[src/rtl/core/dts_pkg.sv]
// Package with the types and constants shared by the DER tag scanner modules.
package dts_pkg;

   localparam int unsigned BLEN_W = 17;
   localparam int unsigned CLEN_W = 32;
   localparam int unsigned MAX_LEN_BYTES = 4;
   localparam int unsigned MIN_ELEMENT_BYTES = 2;
   localparam logic [7:0] LONG_FORM_BIT = 8'h80;
   localparam logic [7:0] LEN_COUNT_MASK = 8'h7f;
   localparam logic [4:0] TAG_NUM_ESCAPE = 5'h1f;

   typedef enum logic [1:0] {
      PH_TAG  = 2'd0,
      PH_LEN  = 2'd1,
      PH_LENX = 2'd2,
      PH_SKIP = 2'd3
   } phase_type;

   typedef enum logic [1:0] {
      ST_SCAN      = 2'd0,
      ST_FOUND     = 2'd1,
      ST_NOTFOUND  = 2'd2,
      ST_MALFORMED = 2'd3
   } status_type;

   typedef struct packed {
      status_type          status;
      logic [BLEN_W-1:0]   content_offset;
      logic [CLEN_W-1:0]   content_length;
   } result_type;

endpackage

[src/rtl/core/dts_parser.sv]
// Scan state registers and the per-byte element walk.
module dts_parser
   import dts_pkg::*;
#(
   parameter int unsigned MAX_BUFFER_BYTES = 65536
) (
   input  logic              clock,
   input  logic              reset,
   input  logic              step,
   input  logic [7:0]        target_tag,
   input  logic [7:0]        data_byte,
   input  logic              first_byte,
   input  logic [BLEN_W-1:0] buffer_length,
   output result_type        result
);

   localparam logic [24:0] MAX_BYTES = 25'(MAX_BUFFER_BYTES);

   phase_type         phase_ff, phase_in, e_phase;
   logic [BLEN_W-1:0] left_ff, left_in, e_left;
   logic [BLEN_W-1:0] pos_ff, pos_in, e_pos;
   logic [CLEN_W-1:0] acc_ff, acc_in, e_acc;
   logic [2:0]        pend_ff, pend_in, e_pend;
   logic [BLEN_W-1:0] skip_ff, skip_in, e_skip;
   logic              match_ff, match_in, e_match;
   logic              verdict_ff, verdict_in, e_verdict;

   logic [BLEN_W-1:0] sat_len;
   logic [BLEN_W-1:0] after;
   logic [BLEN_W-1:0] spare;
   logic [2:0]        len_count;
   logic [CLEN_W-1:0] clen;
   logic              header_done;

   assign sat_len = ({8'b0, buffer_length} > MAX_BYTES) ? MAX_BYTES[BLEN_W-1:0]
                                                        : buffer_length;
   assign len_count = data_byte[2:0];

   always_comb begin
      // a first byte restarts the scan from a clean state
      if (first_byte) begin
         e_phase   = PH_TAG;
         e_left    = sat_len;
         e_pos     = '0;
         e_acc     = '0;
         e_pend    = '0;
         e_skip    = '0;
         e_match   = 1'b0;
         e_verdict = 1'b0;
      end else begin
         e_phase   = phase_ff;
         e_left    = left_ff;
         e_pos     = pos_ff;
         e_acc     = acc_ff;
         e_pend    = pend_ff;
         e_skip    = skip_ff;
         e_match   = match_ff;
         e_verdict = verdict_ff;
      end

      phase_in    = e_phase;
      left_in     = e_left;
      pos_in      = e_pos;
      acc_in      = e_acc;
      pend_in     = e_pend;
      skip_in     = e_skip;
      match_in    = e_match;
      verdict_in  = e_verdict;
      result      = '{status: ST_SCAN, content_offset: '0, content_length: '0};
      after       = e_left - BLEN_W'(1);
      clen        = '0;
      header_done = 1'b0;
      spare       = '0;

      if (first_byte && (sat_len < BLEN_W'(MIN_ELEMENT_BYTES))) begin
         verdict_in    = 1'b1;
         result.status = ST_NOTFOUND;
      end else if (e_verdict) begin
         // ignore bytes until the next buffer
      end else if (e_left == '0) begin
         verdict_in    = 1'b1;
         result.status = ST_NOTFOUND;
      end else begin
         left_in = after;
         pos_in  = e_pos + BLEN_W'(1);
         case (e_phase)
            PH_TAG: begin
               if (data_byte == 8'h00) begin
                  verdict_in    = 1'b1;
                  result.status = ST_NOTFOUND;
               end else if (data_byte[4:0] == TAG_NUM_ESCAPE) begin
                  verdict_in    = 1'b1;
                  result.status = ST_MALFORMED;
               end else begin
                  match_in = (data_byte == target_tag);
                  phase_in = PH_LEN;
               end
            end
            PH_LEN: begin
               if ((data_byte & LONG_FORM_BIT) != 8'h00) begin
                  if ((data_byte & LEN_COUNT_MASK) > 8'(MAX_LEN_BYTES)) begin
                     verdict_in    = 1'b1;
                     result.status = ST_MALFORMED;
                  end else if (len_count == 3'd0) begin
                     header_done = 1'b1;
                  end else if ({14'b0, len_count} > after) begin
                     verdict_in    = 1'b1;
                     result.status = ST_NOTFOUND;
                  end else begin
                     pend_in  = len_count;
                     acc_in   = '0;
                     phase_in = PH_LENX;
                  end
               end else begin
                  clen        = {25'b0, data_byte[6:0]};
                  header_done = 1'b1;
               end
            end
            PH_LENX: begin
               acc_in  = {e_acc[CLEN_W-9:0], data_byte};
               pend_in = e_pend - 3'd1;
               if (pend_in == 3'd0) begin
                  clen        = acc_in;
                  header_done = 1'b1;
               end
            end
            PH_SKIP: begin
               skip_in = e_skip - BLEN_W'(1);
               if (skip_in == '0) begin
                  phase_in = PH_TAG;
               end
            end
            default: begin
               phase_in = PH_TAG;
            end
         endcase

         if (header_done) begin
            spare = after - clen[BLEN_W-1:0];
            if (clen > {15'b0, after}) begin
               verdict_in    = 1'b1;
               result.status = ST_NOTFOUND;
            end else if (match_in) begin
               verdict_in            = 1'b1;
               result.status         = ST_FOUND;
               result.content_offset = e_pos + BLEN_W'(1);
               result.content_length = clen;
            end else if (spare < BLEN_W'(MIN_ELEMENT_BYTES)) begin
               verdict_in    = 1'b1;
               result.status = ST_NOTFOUND;
            end else if (clen == '0) begin
               phase_in = PH_TAG;
            end else begin
               skip_in  = clen[BLEN_W-1:0];
               phase_in = PH_SKIP;
            end
         end
      end
   end

   always_ff @(posedge clock) begin
      if (reset) begin
         phase_ff   <= PH_TAG;
         left_ff    <= '0;
         pos_ff     <= '0;
         acc_ff     <= '0;
         pend_ff    <= '0;
         skip_ff    <= '0;
         match_ff   <= 1'b0;
         verdict_ff <= 1'b1;
      end else if (step) begin
         phase_ff   <= phase_in;
         left_ff    <= left_in;
         pos_ff     <= pos_in;
         acc_ff     <= acc_in;
         pend_ff    <= pend_in;
         skip_ff    <= skip_in;
         match_ff   <= match_in;
         verdict_ff <= verdict_in;
      end
   end

endmodule

[src/rtl/core/dts_out_reg.sv]
// Result register with valid/ready handshake toward the receiver.
module dts_out_reg
   import dts_pkg::*;
(
   input  logic        clock,
   input  logic        reset,
   input  logic        load,
   input  result_type  result,
   input  logic        rsp_ready,
   output logic        rsp_valid,
   output logic        can_load,
   output result_type  held
);

   logic       valid_ff, valid_in;
   result_type data_ff;

   assign can_load  = !valid_ff || rsp_ready;
   assign valid_in  = load || (valid_ff && !rsp_ready);
   assign rsp_valid = valid_ff;
   assign held      = data_ff;

   always_ff @(posedge clock) begin
      if (reset) begin
         valid_ff <= 1'b0;
      end else begin
         valid_ff <= valid_in;
      end
   end

   always_ff @(posedge clock) begin
      if (load) begin
         data_ff <= result;
      end
   end

endmodule

[src/rtl/core/der_tag_scanner.sv]
// DER tag scanner: finds one top-level element of a DER buffer in a byte stream.
//
// Bytes enter on the req_ channel, one item per byte, in buffer order. The
// item that carries req_first_byte high starts a new buffer and brings its
// total length on req_buffer_length. Every byte gives exactly one item on the
// rsp_ channel: status scanning while the walk goes on, then one verdict
// (found, not found or malformed) on the byte that decides it, then scanning
// with zero fields until the next first byte.
// The byte lands in the input register when it is accepted, and the element
// walk then loads the result register, which drives rsp_valid. The block takes
// one byte per cycle while the receiver keeps up; a receiver stall holds the
// flow. The parser updates its whole scan state once for each byte it takes.
// The csr_ channel writes target_tag; it is always ready and should be used
// only while no byte is in flight.
// After reset the block is idle and ignores bytes until a first byte arrives;
// target_tag resets to zero. When the receiver stalls, the result register
// and the input register hold their items and req_ready falls once both are
// full; nothing is dropped.
module der_tag_scanner
   import dts_pkg::*;
#(
   parameter int unsigned MAX_BUFFER_BYTES = 65536
) (
   input  logic              clock,
   input  logic              reset,
   input  logic              req_valid,
   output logic              req_ready,
   input  logic [7:0]        req_data_byte,
   input  logic              req_first_byte,
   input  logic [BLEN_W-1:0] req_buffer_length,
   output logic              rsp_valid,
   input  logic              rsp_ready,
   output logic [1:0]        rsp_status,
   output logic [BLEN_W-1:0] rsp_content_offset,
   output logic [CLEN_W-1:0] rsp_content_length,
   input  logic              csr_valid,
   output logic              csr_ready,
   input  logic [7:0]        csr_data
);

   logic              in_valid_ff, in_valid_in;
   logic [7:0]        byte_ff;
   logic              first_ff;
   logic [BLEN_W-1:0] blen_ff;
   logic [7:0]        target_ff;
   logic              advance;
   logic              can_load;
   result_type        result;
   result_type        held;

   assign csr_ready   = 1'b1;
   assign advance     = in_valid_ff && can_load;
   assign req_ready   = !in_valid_ff || advance;
   assign in_valid_in = (req_valid && req_ready) || (in_valid_ff && !advance);

   always_ff @(posedge clock) begin
      if (reset) begin
         in_valid_ff <= 1'b0;
         target_ff   <= '0;
      end else begin
         in_valid_ff <= in_valid_in;
         if (csr_valid) begin
            target_ff <= csr_data;
         end
      end
   end

   always_ff @(posedge clock) begin
      if (req_valid && req_ready) begin
         byte_ff  <= req_data_byte;
         first_ff <= req_first_byte;
         blen_ff  <= req_buffer_length;
      end
   end

   dts_parser #(
      .MAX_BUFFER_BYTES(MAX_BUFFER_BYTES)
   ) u_parser (
      .clock        (clock),
      .reset        (reset),
      .step         (advance),
      .target_tag   (target_ff),
      .data_byte    (byte_ff),
      .first_byte   (first_ff),
      .buffer_length(blen_ff),
      .result       (result)
   );

   dts_out_reg u_out (
      .clock    (clock),
      .reset    (reset),
      .load     (advance),
      .result   (result),
      .rsp_ready(rsp_ready),
      .rsp_valid(rsp_valid),
      .can_load (can_load),
      .held     (held)
   );

   assign rsp_status         = held.status;
   assign rsp_content_offset = held.content_offset;
   assign rsp_content_length = held.content_length;

endmodule
[config.mk]
export PLATFORM = sky130hd
export DESIGN_NAME = der_tag_scanner
export DESIGN_NICKNAME = d
export VERILOG_FILES = /design/src/rtl/core/dts_pkg.sv /design/src/rtl/core/dts_parser.sv /design/src/rtl/core/dts_out_reg.sv /design/src/rtl/core/der_tag_scanner.sv
export SDC_FILE = /design/constraint.sdc
export NUM_CORES = 1
export LEC_CHECK = 0
export BUFFER_PORTS_ARGS = -buffer_cell sky130_fd_sc_hd__buf_2
export CORE_UTILIZATION = 45
export DETAILED_ROUTE_END_ITERATION = 8
export SLEW_MARGIN = 0
export SYNTH_ARGS = -nofsm -noshare
export SYNTH_HDL_FRONTEND = slang
export SYNTH_SLANG_ARGS = --single-unit
[constraint.sdc]
create_clock -name clock -period 17.9 [get_ports clock]
set_input_delay 0.895 -clock clock [delete_from_list [all_inputs] [get_ports clock]]
set_output_delay 0.895 -clock clock [all_outputs]
set_load 0.005 [all_outputs]
* Word level (Yosys, flattened, before mapping) *
Index checks and enable logic that the tools add are counted.

word-level totals
  register bits after elaboration = 177
  bits of input ports = 39
  output and inout port bits = 54
  logic and storage cells = 167

operators by class
  $add $sub $neg = 5
  order comparisons = 6
  equality and inequality tests = 5
  mux-type cells = 109
  bitwise operators = 2
  reduce and logical (&&, ||, !) cells = 22

operators with widths
  kind                     count
  $mux W32                 12
  $mux W17                 19
  $mux W49                 3
  $pmux W32 S2             2
  $mux W51                 2
  $mux W2                  26
  $logic_not A17 Y1        2
  $lt A17 B2 Y1 const B    2
  $sub A17 B1 Y17 const B  2
  $gt A32 B17 Y1           1
  $logic_not A32 Y1        1
  $mux W1                  31
  $mux W3                  8
  $add A17 B1 Y17 const B  1
  $gt A17 B17 Y1 const B   1
  $gt A3 B17 Y1            1
  $sub A17 B17 Y17         1
  $eq A8 B8 Y1             1
  $logic_not A8 Y1         1
  $gt A7 B3 Y1 const B     1
  $mux W7                  1
  $logic_not A3 Y1         2
  $pmux W2 S3              1
  $pmux W3 S2              1
  other kinds (13)         26

* Depth between registers and ports, before layout *
  depth after elaboration = 17
  depth in mapped cells = 29
  depth with buffers taken out = 21

* Cells and area by module *
From an unflattened synthesis, not the netlist that was laid out.

second synthesis, totals
  cells, all modules = 1,189
  area total of the unflattened synthesis = 10,611.4 um^2

modules (own cells, without submodules)
  module           times used  cells each  area each (um^2)  seq. area each (um^2)
  dts_parser       1           1,074       7,907.6           1,641.6
  dts_out_reg      1           55          1,577.8           1,551.5
  der_tag_scanner  1           60          1,126.1           960.9

* Worst setup path after synthesis *
OpenSTA, ideal clock, no wires.

  path type = register to register
  start point = register first_ff
  end point = register u_parser.skip_ff[1]
  setup time = 130 ps
  data arrival time = 6,560 ps
  required time = 17,770 ps
  setup slack = 11,210 ps
  cell stages (with the launch flop) = 27
  path buffers = 10
  clock period less this slack = 6,690 ps
  path through = edfxtp_1 > clkbuf_1 > buf_2 > buf_2 > buf_2 > clkbuf_1 > clkbuf_1 > clkbuf_1 > mux2_2 > nand2_1 > ha_1 > buf_1 > nand2_1 > mux2_2 > o22ai_1 > inv_1 > ha_1 > clkbuf_1 > a21o_1 > and2_1 > o211a_1 > or4_1 > a2111oi_0 > a211oi_1 > clkbuf_1 > a31oi_1 > o31ai_1

on the way
  word-level cells in the longest chain between the ends = 17
  elaborated cells on any way between the ends = 46
  those cells by class = add/sub (4); order compare (2); eq/ne (3); mux (32); reduce/logical (5)

RTL lines
  what                                                          RTL line                              source
  from (decl)                                                   der_tag_scanner.sv:43                 logic first_ff;
  from (signal assigned)                                        der_tag_scanner.sv:71                 first_ff <= req_first_byte;
  $mux W3                                                       dts_parser.sv:41                      if (first_byte) begin
  $sub A3 B1 Y3                                                 dts_parser.sv:121                     pend_in = e_pend - 3'd1;
  $logic_not A3 Y1                                              dts_parser.sv:122                     if (pend_in == 3'd0) begin
  $mux W32                                                      dts_parser.sv:122
  $pmux W32 S2                                                  dts_parser.sv:86                      case (e_phase)
  $mux W32                                                      dts_parser.sv:80                      end else if (e_left == '0) begin
  $mux W32                                                      dts_parser.sv:78                      end else if (e_verdict) begin
  $mux W32                                                      dts_parser.sv:75                      if (first_byte && (sat_len < BLEN_W'(MIN_ELEMENT_BYTES))) begin
  $sub A17 B17 Y17 / $logic_not A32 Y1 (equally long branches)  dts_parser.sv:139, dts_parser.sv:151
  $lt A17 B2 Y1 / $mux W17 (equally long branches)              dts_parser.sv:148, dts_parser.sv:151
  $mux W17                                                      dts_parser.sv:148                     end else if (spare < BLEN_W'(MIN_ELEMENT_BYTES)) begin
  $mux W17                                                      dts_parser.sv:143                     end else if (match_in) begin
  $mux W17                                                      dts_parser.sv:140                     if (clen > {15'b0, after}) begin
  $mux W17                                                      dts_parser.sv:138                     if (header_done) begin
  $mux W17                                                      dts_parser.sv:80
  $mux W17                                                      dts_parser.sv:78
  $mux W17 *                                                    dts_parser.sv:75
  to (signal assigned)                                          dts_parser.sv:177                     skip_ff <= skip_in;
  to (decl)                                                     dts_parser.sv:24                      logic [BLEN_W-1:0] skip_ff, skip_in, e_skip;

Every way passes the cells marked *; elsewhere a longest branch is shown, timed or not. The select of a mux whose other input is x is not followed.
A chain may end at the register's enable or synchronous reset.

* Worst setup path in the final report *
  start point = register blen_ff[1]
  end point = register u_parser.phase_ff[0]

on the way
  word-level cells in the longest chain between the ends = 17
  elaborated cells on any way between the ends = 23
  those cells by class = add/sub (2); order compare (5); mux (14); reduce/logical (2)

RTL lines
  what                                                                      RTL line               source
  from (decl)                                                               der_tag_scanner.sv:44  logic [BLEN_W-1:0] blen_ff;
  from (signal assigned)                                                    der_tag_scanner.sv:72  blen_ff <= req_buffer_length;
  $gt A17 B17 Y1                                                            dts_parser.sv:35       assign sat_len = ({8'b0, buffer_length} > MAX_BYTES) ? MAX_BYTES[BLEN_W-1:0]
  $mux W17 *                                                                dts_parser.sv:35
  parallel branches: the longest is 14 deep, another holds $sub A17 B1 Y17  n/a
  $mux W2 *                                                                 dts_parser.sv:75
  to (signal assigned)                                                      dts_parser.sv:172      phase_ff <= phase_in;
  to (decl)                                                                 dts_parser.sv:19       phase_type phase_ff, phase_in, e_phase;

Every way passes the cells marked *.

==> impl_metrics.toml <==
[power_and_ir_drop]
p_seq_share_pct = 44.4
p_sw_w = 0.000301
powerDensity_nw_per_um2 = 82.4
pwr-share-comb_pct = 17.3
vdd_drop_max_v = 0.0000547
clock_power_share_pct = 38.3
swShare_pct = 31.2
p_int_w = 0.000663
p_leak_nw = 4.65

[cts]
cts_tree = "done"
cts-resized-gates = 0
clk_latency_ns = 0.44
cts_hold_repair.buffers = 0
cts_buffer_depth = 2
h-tree-depth = 4
cts_num_sinks = 169
path_clk_slew_ns = 0.08
post-cts-setup-buffers = 0
cts_buffers = 17
ctsRootBufferMaster = "clkbuf_16"

[finish]
antenna_cells = 0
fillCellCount = 2141
nets = 1359
drive_above_1_share_pct = 13.1
syn_to_final_growth_pct = 12.3
fin_util_pct = 51.7
design_area_um2 = 11700

[placement]
place_hpwl_um = 21600
gp_congestion = 0.945
dp_slack_ns = 11.16
portBuffers = 91
dpl-instance-area_um2 = 11100

[logic_synthesis]
yosysTopAreaCellShare_pct = 22.2
seq_area_frac_synth_pct = 39.9
synth.distinct_cells = 75
synth_area_leaders = "edfxtp_1 22%, dfxtp_1 18%, ha_1 5.5%"
yosysMostFrequentCell = "nor2_1"
synth_area_leader_cell = "edfxtp_1"
avgSynthCellArea_um2 = 8.63
synth_area_um2 = 10400
synthFlopType = "dfxtp_1"
synth-edff-count = 77
postSynthCellCount = 1206
async_reset_ff_share_pct = 0
synthTopCellsByCount = "126 x nor2_1, 115 x nand2_1, 100 x a21oi_1"
ys_warn_count = 0
synth-seq-cells = 169

[global_routing]
grt_max_degree = 65
antenna_found_initial = 0
grt_pass1_wl_um = 48400
grt_pass1_vias = 8809
grt_overflow = 0
grt_use_total_pct = 26.2

[floorplanning]
start_util_pct = 46.0
core_area_um2 = 22600
die_h_um = 154
dieArea_um2 = 23700
io_pins = 93
fp-row-count = 55
die_w_um = 154

[routing]
drtPass1Iterations = 6
wl_per_cell_um = 19.5
vias = 9442
via_per_inst = 6.01
drt_iter0_drc = 849
drc = 0
postRouteAntennaNets = 0
wirelength_um = 30600

[sta]
report.final.slew_viol_count = 0
setup_tns_ns = 0
hold_viol = 0
layout_min_cycle_time_ns = 6.94
rsz0062_at_grt = "no"
setup_violations = 0
min_period_over_period_pct = 38.8
fmax_mhz = 144
fin_skew_ns = 0.0128
slew_headroom_pct = 27.0
fin_ws_ns = 10.96
worst_pin_slew_ns = 1.09

[setup_path]
critPathBufInv = 1
crit_chain = "nor4_1 > nand4_1 > nand2_1 > nand2_1 > ha_1 > inv_1 > a211oi_1 > o221ai_1 > nand2_1 > ha_1 > nand3_1 > o21bai_1 > a21oi_1 > o211a_1 > or4_1 > a2111oi_0 > a211o_1 > nor2_1 > o31a_1"
cp-end-kind = "flop"
path_class = "reg -> reg"
worstPathArrival_ns = 7.26
required_ns = 18.22
slowest_stage = "a2111oi_0"
critical_path.top_delay_family = "compound AO/OA/AOI/OAI gates"
cp_common_cell = "nand2_1"
worstSetupStartpointType = "flop"
reg2reg_slack_ns = 10.96
critical_path.max_fanout = 18
cpPeakStageDelay_ns = 0.84

[run_status]
status = "complete, no violations"

[flow_run]
max_cap_violations = 0

[worst_hold_path]
hold_class = "reg -> reg"
## cell usage in the layout (no fill, tap or decap), types with 20 or more instances in the layout
cell type,Yosys,final
buf_2,8,91
nand3_1,30,30
mux2i_1,20,20
xnor2_1,38,38
nor2_1,126,126
a22o_1,25,25
nor3_1,42,41
a21oi_1,100,100
inv_1,57,57
ha_1,46,46
edfxtp_1,77,77
nand2_1,115,115
o21ai_0,48,48
dfxtp_1,92,92
nor4_1,28,27
## layer usage
metal | vias up | routed length, um | global-route usage (%) | share of wire, %
li1 | 4558 | - | - | -
met1 | 4422 | 14200 | 36.3 | 46
met2 | 402 | 13300 | 39.8 | 44
met3 | 60 | 1810 | 3.64 | 5.9
met4 | 0 | 1300 | 13.4 | 4.2
met5 | - | 0 | 0 | 0
## state kept, by name, indices dropped and copies added (netlist names), 2 cells and up
signal	cells
blen_ff	17
byte_ff	8
target_ff	8
u_out.held	51
u_parser.acc_ff	24
u_parser.left_ff	17
u_parser.pend_ff	3
u_parser.phase_ff	2
u_parser.pos_ff	17
u_parser.skip_ff	17
## cell type report
class / instances / area (um^2) / share of cell area, %
flip-flops and latches: 169 / 4150 / 35.5
multi-input cells: 921 / 5810 / 49.7
repair buffers: 106 / 568 / 4.86
well taps: 285 / 357 / 3.05
clock buffers: 17 / 425 / 3.64
inverters: 58 / 219 / 1.87
clock inverters: 15 / 159 / 1.36
## per-stage QoR
| step | hold WS (ns) | std cells | power [W] |
|---|---|---|---|
| floorplan | 0.441 | 1220 | 0.000548 |
| global route | 0.491 | 1571 | 0.00100 |
| global placement | 0.456 | 1539 | 0.000599 |
| finish | 0.475 | 1571 | 0.000963 |
| detailed placement | 0.463 | 1539 | 0.000598 |
| CTS | 0.478 | 1571 | 0.000968 |
## kinds of logic (layout without fill, tap and decap cells)
kind of cell / count (synthesis) / count (layout) / share of synthesized area (%)
xor+xnor: 45 / 45 / 3.79
compound gates: 316 / 316 / 20.2
simple gates: 465 / 465 / 22.1
fa+ha+maj: 47 / 47 / 5.72
flops: 169 / 169 / 39.9
mux: 32 / 32 / 3.22
other cells: 2 / 16 / 0.0721
buf+inv: 130 / 196 / 5.00
## power groups by stage
| stage | Sequential (W) | Clock [W] | Combinational [W] |
|---|---|---|---|
| final | 0.000428 | 0.000369 | 0.000166 |
| after global placement | 0.000436 | 0 | 0.000163 |
| after floorplan | 0.000433 | 0 | 0.000115 |
| after global routing | 0.000429 | 0.000391 | 0.000181 |
| after detailed placement | 0.000436 | 0 | 0.000161 |
| after CTS | 0.000428 | 0.000378 | 0.000163 |
## final timing paths
check,startpoint,to,cells past startpoint
max reg2reg,blen_ff[1],u_parser.phase_ff[0],19
max,blen_ff[1],u_parser.phase_ff[0],19
min,u_parser.pos_ff[7],u_parser.pos_ff[7],1
min reg2reg,u_parser.pos_ff[7],u_parser.pos_ff[7],1
Power figures use the tool's default switching activity.
